<file path="config.mk">
export PLATFORM = sky130hd
export DESIGN_NAME = scd_reduce
export DESIGN_NICKNAME = d
export VERILOG_FILES = /design/src/rtl/core/scd_pkg.sv /design/src/rtl/core/scd_reduce.sv
export SDC_FILE = /design/constraint.sdc
export NUM_CORES = 1
export LEC_CHECK = 0
export BUFFER_PORTS_ARGS = -buffer_cell sky130_fd_sc_hd__buf_4
export CAP_MARGIN = 15
export CORE_MARGIN = 3
export CORE_UTILIZATION = 54
export CTS_CLUSTER_DIAMETER = 50
export DETAILED_ROUTE_END_ITERATION = 10
export GPL_TIMING_DRIVEN = 0
export HOLD_SLACK_MARGIN = 0.08
export PLACE_DENSITY_LB_ADDON = 0.05
export RECOVER_POWER = 25
export SETUP_SLACK_MARGIN = 0.1
export SYNTH_ARGS = -nofsm -noshare
export SYNTH_HDL_FRONTEND = slang
export SYNTH_SLANG_ARGS = --single-unit
</file>
<file path="constraint.sdc">
create_clock -name clk -period 3.2 [get_ports clk]
set_clock_uncertainty 0.2 [all_clocks]
set_input_delay 0.48 -clock clk [delete_from_list [all_inputs] [get_ports clk]]
set_output_delay 0.48 -clock clk [all_outputs]
set_load 0.02 [all_outputs]
</file>
<file path="src/rtl/core/scd_pkg.sv">
// shared types, constants and coefficient table for the sine/cosine degrees unit
// no dependencies; imported by every module of the block
package scd_pkg;

    typedef logic signed [63:0] word_t;

    // values carried alongside the series evaluation
    typedef struct packed {
        logic  command;
        word_t x_rad;
        word_t y_sq;
    } scd_carry_t;

    // command codes
    localparam logic CMD_SINE   = 1'b0;
    localparam logic CMD_COSINE = 1'b1;

    // fraction bits of the internal fixed point format
    localparam int FRAC = 56;
    // degrees Q16.16 times Q60 constant down to FRAC fraction bits
    localparam int RAD_SHIFT = 16 + 60 - FRAC;
    // Q2.30 output from FRAC fraction bits
    localparam int OUT_SHIFT = FRAC - 30;

    localparam logic [63:0] TWO_56 = 64'd1 << FRAC;
    localparam word_t ONE_Q56 = word_t'(TWO_56);
    localparam logic [63:0] PI_Q60 = 64'h3243F6A8885A308D;
    localparam word_t RAD_PER_DEG = word_t'((PI_Q60 + 64'd90) / 64'd180);

    // angle reduction: 360 degrees in Q16.16 is 45 * 2^19
    localparam int LOW_BITS = 19;
    localparam logic [12:0] TURN_DIV = 13'd45;
    localparam logic [27:0] RECIP45 = 28'd23302;
    localparam logic signed [25:0] FULL_TURN = 26'sd23592960;
    localparam logic signed [25:0] HALF_TURN = 26'sd11796480;

    localparam logic [30:0] ONE_Q30 = 31'd1073741824;

    // round(2^56 / m!), zero once m! leaves 64 bits
    localparam word_t INV_FACT [32] = '{
        word_t'((TWO_56 + 64'd1 / 64'd2) / 64'd1),
        word_t'((TWO_56 + 64'd1 / 64'd2) / 64'd1),
        word_t'((TWO_56 + 64'd2 / 64'd2) / 64'd2),
        word_t'((TWO_56 + 64'd6 / 64'd2) / 64'd6),
        word_t'((TWO_56 + 64'd24 / 64'd2) / 64'd24),
        word_t'((TWO_56 + 64'd120 / 64'd2) / 64'd120),
        word_t'((TWO_56 + 64'd720 / 64'd2) / 64'd720),
        word_t'((TWO_56 + 64'd5040 / 64'd2) / 64'd5040),
        word_t'((TWO_56 + 64'd40320 / 64'd2) / 64'd40320),
        word_t'((TWO_56 + 64'd362880 / 64'd2) / 64'd362880),
        word_t'((TWO_56 + 64'd3628800 / 64'd2) / 64'd3628800),
        word_t'((TWO_56 + 64'd39916800 / 64'd2) / 64'd39916800),
        word_t'((TWO_56 + 64'd479001600 / 64'd2) / 64'd479001600),
        word_t'((TWO_56 + 64'd6227020800 / 64'd2) / 64'd6227020800),
        word_t'((TWO_56 + 64'd87178291200 / 64'd2) / 64'd87178291200),
        word_t'((TWO_56 + 64'd1307674368000 / 64'd2) / 64'd1307674368000),
        word_t'((TWO_56 + 64'd20922789888000 / 64'd2) / 64'd20922789888000),
        word_t'((TWO_56 + 64'd355687428096000 / 64'd2) / 64'd355687428096000),
        word_t'((TWO_56 + 64'd6402373705728000 / 64'd2) / 64'd6402373705728000),
        word_t'((TWO_56 + 64'd121645100408832000 / 64'd2) / 64'd121645100408832000),
        word_t'((TWO_56 + 64'd2432902008176640000 / 64'd2) / 64'd2432902008176640000),
        64'sd0, 64'sd0, 64'sd0, 64'sd0, 64'sd0, 64'sd0,
        64'sd0, 64'sd0, 64'sd0, 64'sd0, 64'sd0
    };

    // alternating series coefficient of term k
    function automatic word_t coeff(input int unsigned k, input logic cosine);
        logic [4:0] m;
        word_t      c;
        m = (cosine == CMD_COSINE) ? 5'(2 * k) : 5'(2 * k + 1);
        c = INV_FACT[m];
        return k[0] ? -c : c;
    endfunction

endpackage

</file>
<file path="src/rtl/core/scd_reduce.sv">
// reduces a Q16.16 degree angle modulo 360 into [-180, 180], three stages
// uses scd_pkg
module scd_reduce (
    input  logic                 clk,
    input  logic                 rst_n,
    input  logic                 in_valid,
    output logic                 in_ready,
    input  logic signed [31:0]   angle_deg,
    input  logic                 command,
    output logic                 out_valid,
    input  logic                 out_ready,
    output scd_pkg::word_t       angle_red,
    output logic                 command_out
);
    import scd_pkg::*;

    logic [2:0] v_reg;
    logic [2:0] ld;
    logic       cmd0_reg, cmd1_reg, cmd2_reg;

    logic [31:0]        mag_w;
    logic [27:0]        qprod_w;
    logic               neg0_reg;
    logic [LOW_BITS-1:0] low0_reg;
    logic [12:0]        hi0_reg;
    logic [6:0]         q0_reg;

    logic [12:0]        rem_w;
    logic [24:0]        rmag_w;
    logic signed [25:0] r1_reg;
    logic signed [25:0] r2_next, r2_reg;

    always_comb
    begin
        ld[2] = !v_reg[2] || out_ready;
        ld[1] = !v_reg[1] || ld[2];
        ld[0] = !v_reg[0] || ld[1];
    end

    assign in_ready = ld[0];

    always_ff @(posedge clk or negedge rst_n)
    begin
        if (!rst_n)
        begin
            v_reg <= '0;
        end
        else
        begin
            if (ld[0])
            begin
                v_reg[0] <= in_valid;
            end
            if (ld[1])
            begin
                v_reg[1] <= v_reg[0];
            end
            if (ld[2])
            begin
                v_reg[2] <= v_reg[1];
            end
        end
    end

    // stage 0: magnitude and quotient of the upper bits by 45 via reciprocal
    assign mag_w   = angle_deg[31] ? (32'd0 - 32'(angle_deg)) : 32'(angle_deg);
    assign qprod_w = 28'(mag_w[31:LOW_BITS]) * RECIP45;

    always_ff @(posedge clk)
    begin
        if (ld[0])
        begin
            neg0_reg <= angle_deg[31];
            low0_reg <= mag_w[LOW_BITS-1:0];
            hi0_reg  <= mag_w[31:LOW_BITS];
            q0_reg   <= qprod_w[26:20];
            cmd0_reg <= command;
        end
    end

    // stage 1: remainder, truncating toward zero like integer modulo
    assign rem_w  = hi0_reg - 13'(q0_reg) * TURN_DIV;
    assign rmag_w = {rem_w[5:0], low0_reg};

    always_ff @(posedge clk)
    begin
        if (ld[1])
        begin
            r1_reg   <= neg0_reg ? -$signed(26'(rmag_w)) : $signed(26'(rmag_w));
            cmd1_reg <= cmd0_reg;
        end
    end

    // stage 2: fold into the half turn, exactly +-180 kept as is
    always_comb
    begin
        priority if (r1_reg > HALF_TURN)
        begin
            r2_next = r1_reg - FULL_TURN;
        end
        else if (r1_reg < -HALF_TURN)
        begin
            r2_next = r1_reg + FULL_TURN;
        end
        else
        begin
            r2_next = r1_reg;
        end
    end

    always_ff @(posedge clk)
    begin
        if (ld[2])
        begin
            r2_reg   <= r2_next;
            cmd2_reg <= cmd1_reg;
        end
    end

    assign out_valid   = v_reg[2];
    assign angle_red   = word_t'(r2_reg);
    assign command_out = cmd2_reg;

endmodule

</file>
==> results by group <==
Status
  – Status: finished with violations
  – Failing checks: setup timing

Clocking
  – Max clock buf depth: 2
  – TritonCTS clock tree: done
  – Root Buffer: clkbuf_16
  – H-tree levels: 3
  – Inserted Clock Buffers: 9
  – Clock Pin Slew Worst Setup and Hold Paths: around 0.07 ns
  – Worst skew pair latency: 0.35 ns
  – CTS sink cnt: 90

Place
  – Placed insts: just under 1000
  – GP Congestion: about 0.9
  – Port Buf Inserts: 103
  – Dpl ws: -3.60 ns
  – Post-DP HPWL: ~13 mm
  – DP Area: 0.00892 mm²

Hold path
  – Min-Delay Path Class: primary input to flip-flop
  – Hold Path End: v_reg[0]
  – Hold Crit Depth: 2
  – Hold Crit Start: in_valid

Timing
  – Least-Margin Pin Slew: around 0.9 ns
  – Setup WS post-layout: -2.86 ns
  – Final min period: between 6 and 7 ns
  – Fin. Hold Viols: 0
  – Worst slew margin: 0.398
  – Max Freq: between 150 and 200 MHz
  – Final setup vio count: 6
  – Final Slew Violations: 0
  – Setup TNS Final: -16.53 ns
  – Fin crit share: 1.89
  – Unrepaired setup endpoints after global routing: yes

Final layout
  – Antenna diode count: 0
  – Fin area: 0.0105 mm²
  – Share of cells above drive strength 1: 0.395
  – Nets: around 1100
  – Layout fillers: between 800 and 900
  – Most frequent cells in the layout: buf_4, inv_1, edfxtp_1
  – Most common cell after layout, fill and taps aside: buf_4
  – Util after Layout: 0.774
  – Fin cells: around 1100
  – P&R area growth vs syn: 36.7%

Pwr
  – Switching power share of the total: 0.431
  – Comb power frac: 0.747
  – Maximum vdd drop: about 1200 µV
  – Seq pwr share: 0.167
  – Internal power: a little under 0.007 W
  – PwrDens: roughly 1100 mW/mm²
  – Lkg Pwr: ~4.6 nW
  – Clk pwr share: 0.085
  – Sw Pwr: 0.00519 W

Synthesis
  – Syn Nets: 877
  – Post-Synthesis Cell Area: approximately 0.0077 mm²
  – Flops & latches, synth: 90
  – Number of synthesized flops with an enable pin: 87
  – Syn. warnings: 0
  – Synth area leader: edfxtp_1
  – Syn Inst Count: 700
  – Post-synth top area share: 0.340
  – Sequential fraction of the synthesis area: 0.350
  – Ranking of synthesized cells by area: edfxtp_1, ha_1, fa_1, xnor2_1, inv_1
  – Async SR Flop Fraction: 0.0333
  – Main flop type after synthesis: edfxtp_1
  – Syn Area/Cell: about 11 µm²
  – Distinct cells, synth: 57

Floorplan
  – Starting Density: 0.566
  – Die W: roughly 130 µm
  – Num rows: 42
  – Die Height: 125 µm
  – Die area: 0.0157 mm²
  – IO Pins: 104
  – Core area: roughly 0.014 mm²

Detailed routing
  – # DRC: 0
  – Drt first pass iters: 5
  – WL per Instance: ~18 µm
  – Vias: about 5900
  – Detailed Route WL: roughly 20 mm
  – DR iter-0 viols: about 550
  – Final antenna-violating net count: 0
  – Via/cell ratio: roughly 5.5

Global route
  – Largest net degree at the start of global routing: 40
  – Initial antenna violation count: 0
  – GRT Total Usage: 0.242
  – Gr ovfl total: 0
  – First-pass GRT wire length: ~31 mm
  – Vias in the first global route: 6148

Setup path
  – R2r setup slk: 0.01 ns
  – WP data required: between 3 and 4 ns
  – WP data arrival: about 5.9 ns
  – Crit Path Max Fanout: 5
  – CP endpoint kind: flip-flop
  – R2R Path End: r1_reg[25]
  – FF-to-FF Start: hi0_reg[2]
  – Crit Path Class: primary input to flip-flop
  – Reg2reg path depth: 8
  – Crit start category: primary input

Flow run
  – Max-Cap Viols: 0
-- logic make-up after synthesis --
group | count (synthesis) | share of synthesized area
AO/OA/AOI/OAI | 102 | 0.0950
XOR/XNOR | 78 | 0.0927
adder cells (fa/ha/maj) | 140 | 0.270
buffers and inverters | 177 | 0.105
flip-flops | 90 | 0.350
AND/OR/NAND/NOR | 113 | 0.0867
-- power groups by stage --
stage / registers [W] / clock network, W / logic, W
2_1_floorplan: 0.00215 / 0 / 0.00507
4_1_cts: 0.00206 / 0.00105 / 0.00787
5_1_grt: 0.00205 / 0.00110 / 0.00985
3_3_place_gp: 0.00208 / 0 / 0.00658
6_report: 0.00201 / 0.00103 / 0.00899
3_5_place_dp: 0.00209 / 0 / 0.00685
-- critical path, stage by stage --
cell and delay, ns:
buf_4 0.13, or4_4 0.55, nor2_1 0.32, nand2_2 0.16, o41ai_4 0.31, buf_4 0.20
xnor2_4 0.12, buf_4 0.17, ha_4 0.17, ha_4 0.26, fa_2 0.46, fa_1 0.57
inv_2 0.04, fa_1 0.52, inv_2 0.05, ha_4 0.23, and3_4 0.15, a221o_1 0.36
nand2_2 0.11, nand3_4 0.12, a41oi_2 0.19, xnor3_1 0.26
-- metrics by stage --
stage / total power [W] / hold slack (ns)
2_1_floorplan: 0.00722 / -0.0156
3_3_place_gp: 0.00866 / 0.0715
3_5_place_dp: 0.00894 / 0.0736
4_1_cts: 0.0110 / 0.0979
5_1_grt: 0.0130 / 0.120
6_report: 0.0120 / 0.135
-- how the worst max path moves through the flow --
stage / from / to / slack [ns] / cells past startpoint
final: angle_deg[14] / q0_reg[5] / -2.86 / 22
after detailed placement: angle_deg[2] / q0_reg[5] / -3.60 / 22
after global placement: angle_deg[2] / q0_reg[5] / -3.53 / 22
after floorplan: angle_deg[13] / q0_reg[5] / -2.80 / 19
after CTS: angle_deg[16] / q0_reg[5] / -2.67 / 20
after global routing: angle_deg[2] / q0_reg[5] / -2.99 / 25
-- cell type report --
type | instances | area, µm² | share of cell area
Timing Repair Buffer | 172 | 1400 | 0.134
Buffer | 51 | 334 | 0.0318
Clock buffer | 9 | 225 | 0.0215
Clock inverter | 7 | 66.3 | 0.00632
Multi-Input combinational cell | 433 | 5090 | 0.485
Tap cell | 176 | 220 | 0.0210
Sequential cell | 90 | 2690 | 0.256
Inverter | 126 | 473 | 0.0451
-- cell usage after synthesis (all sizes together), types with 6 or more instances --
cell,count
inv,126
ha,97
edfxtp,87
xnor2,67
fa,43
buf,39
nand2,34
o21ai,28
o31ai,18
nor2,17
a21oi,12
clkbuf,12
or4,12
nor4,9
xor2,9
nor3,8
a21o,7
a31oi,6
nand2b,6
o41ai,6
-- routing by layer --
layer | vias up | GRT usage | routed length [µm]
li1 | 2749 | - | -
met3 | 69 | 0.0520 | 1150
met5 | - | 0 | 0
met1 | 2838 | 0.292 | 7630
met4 | 0 | 0.122 | 910
met2 | 246 | 0.410 | 9950
-- timing repair --
item,CTS,global route
buffers inserted,68,22
hold endpoints to repair,3,0
gates resized for setup,75,59
hold buffers,1,0
cloned,0,0
setup endpoints to repair,9,12
pin swaps,62,52
Note: power is estimated with default switching activity, not from simulation.
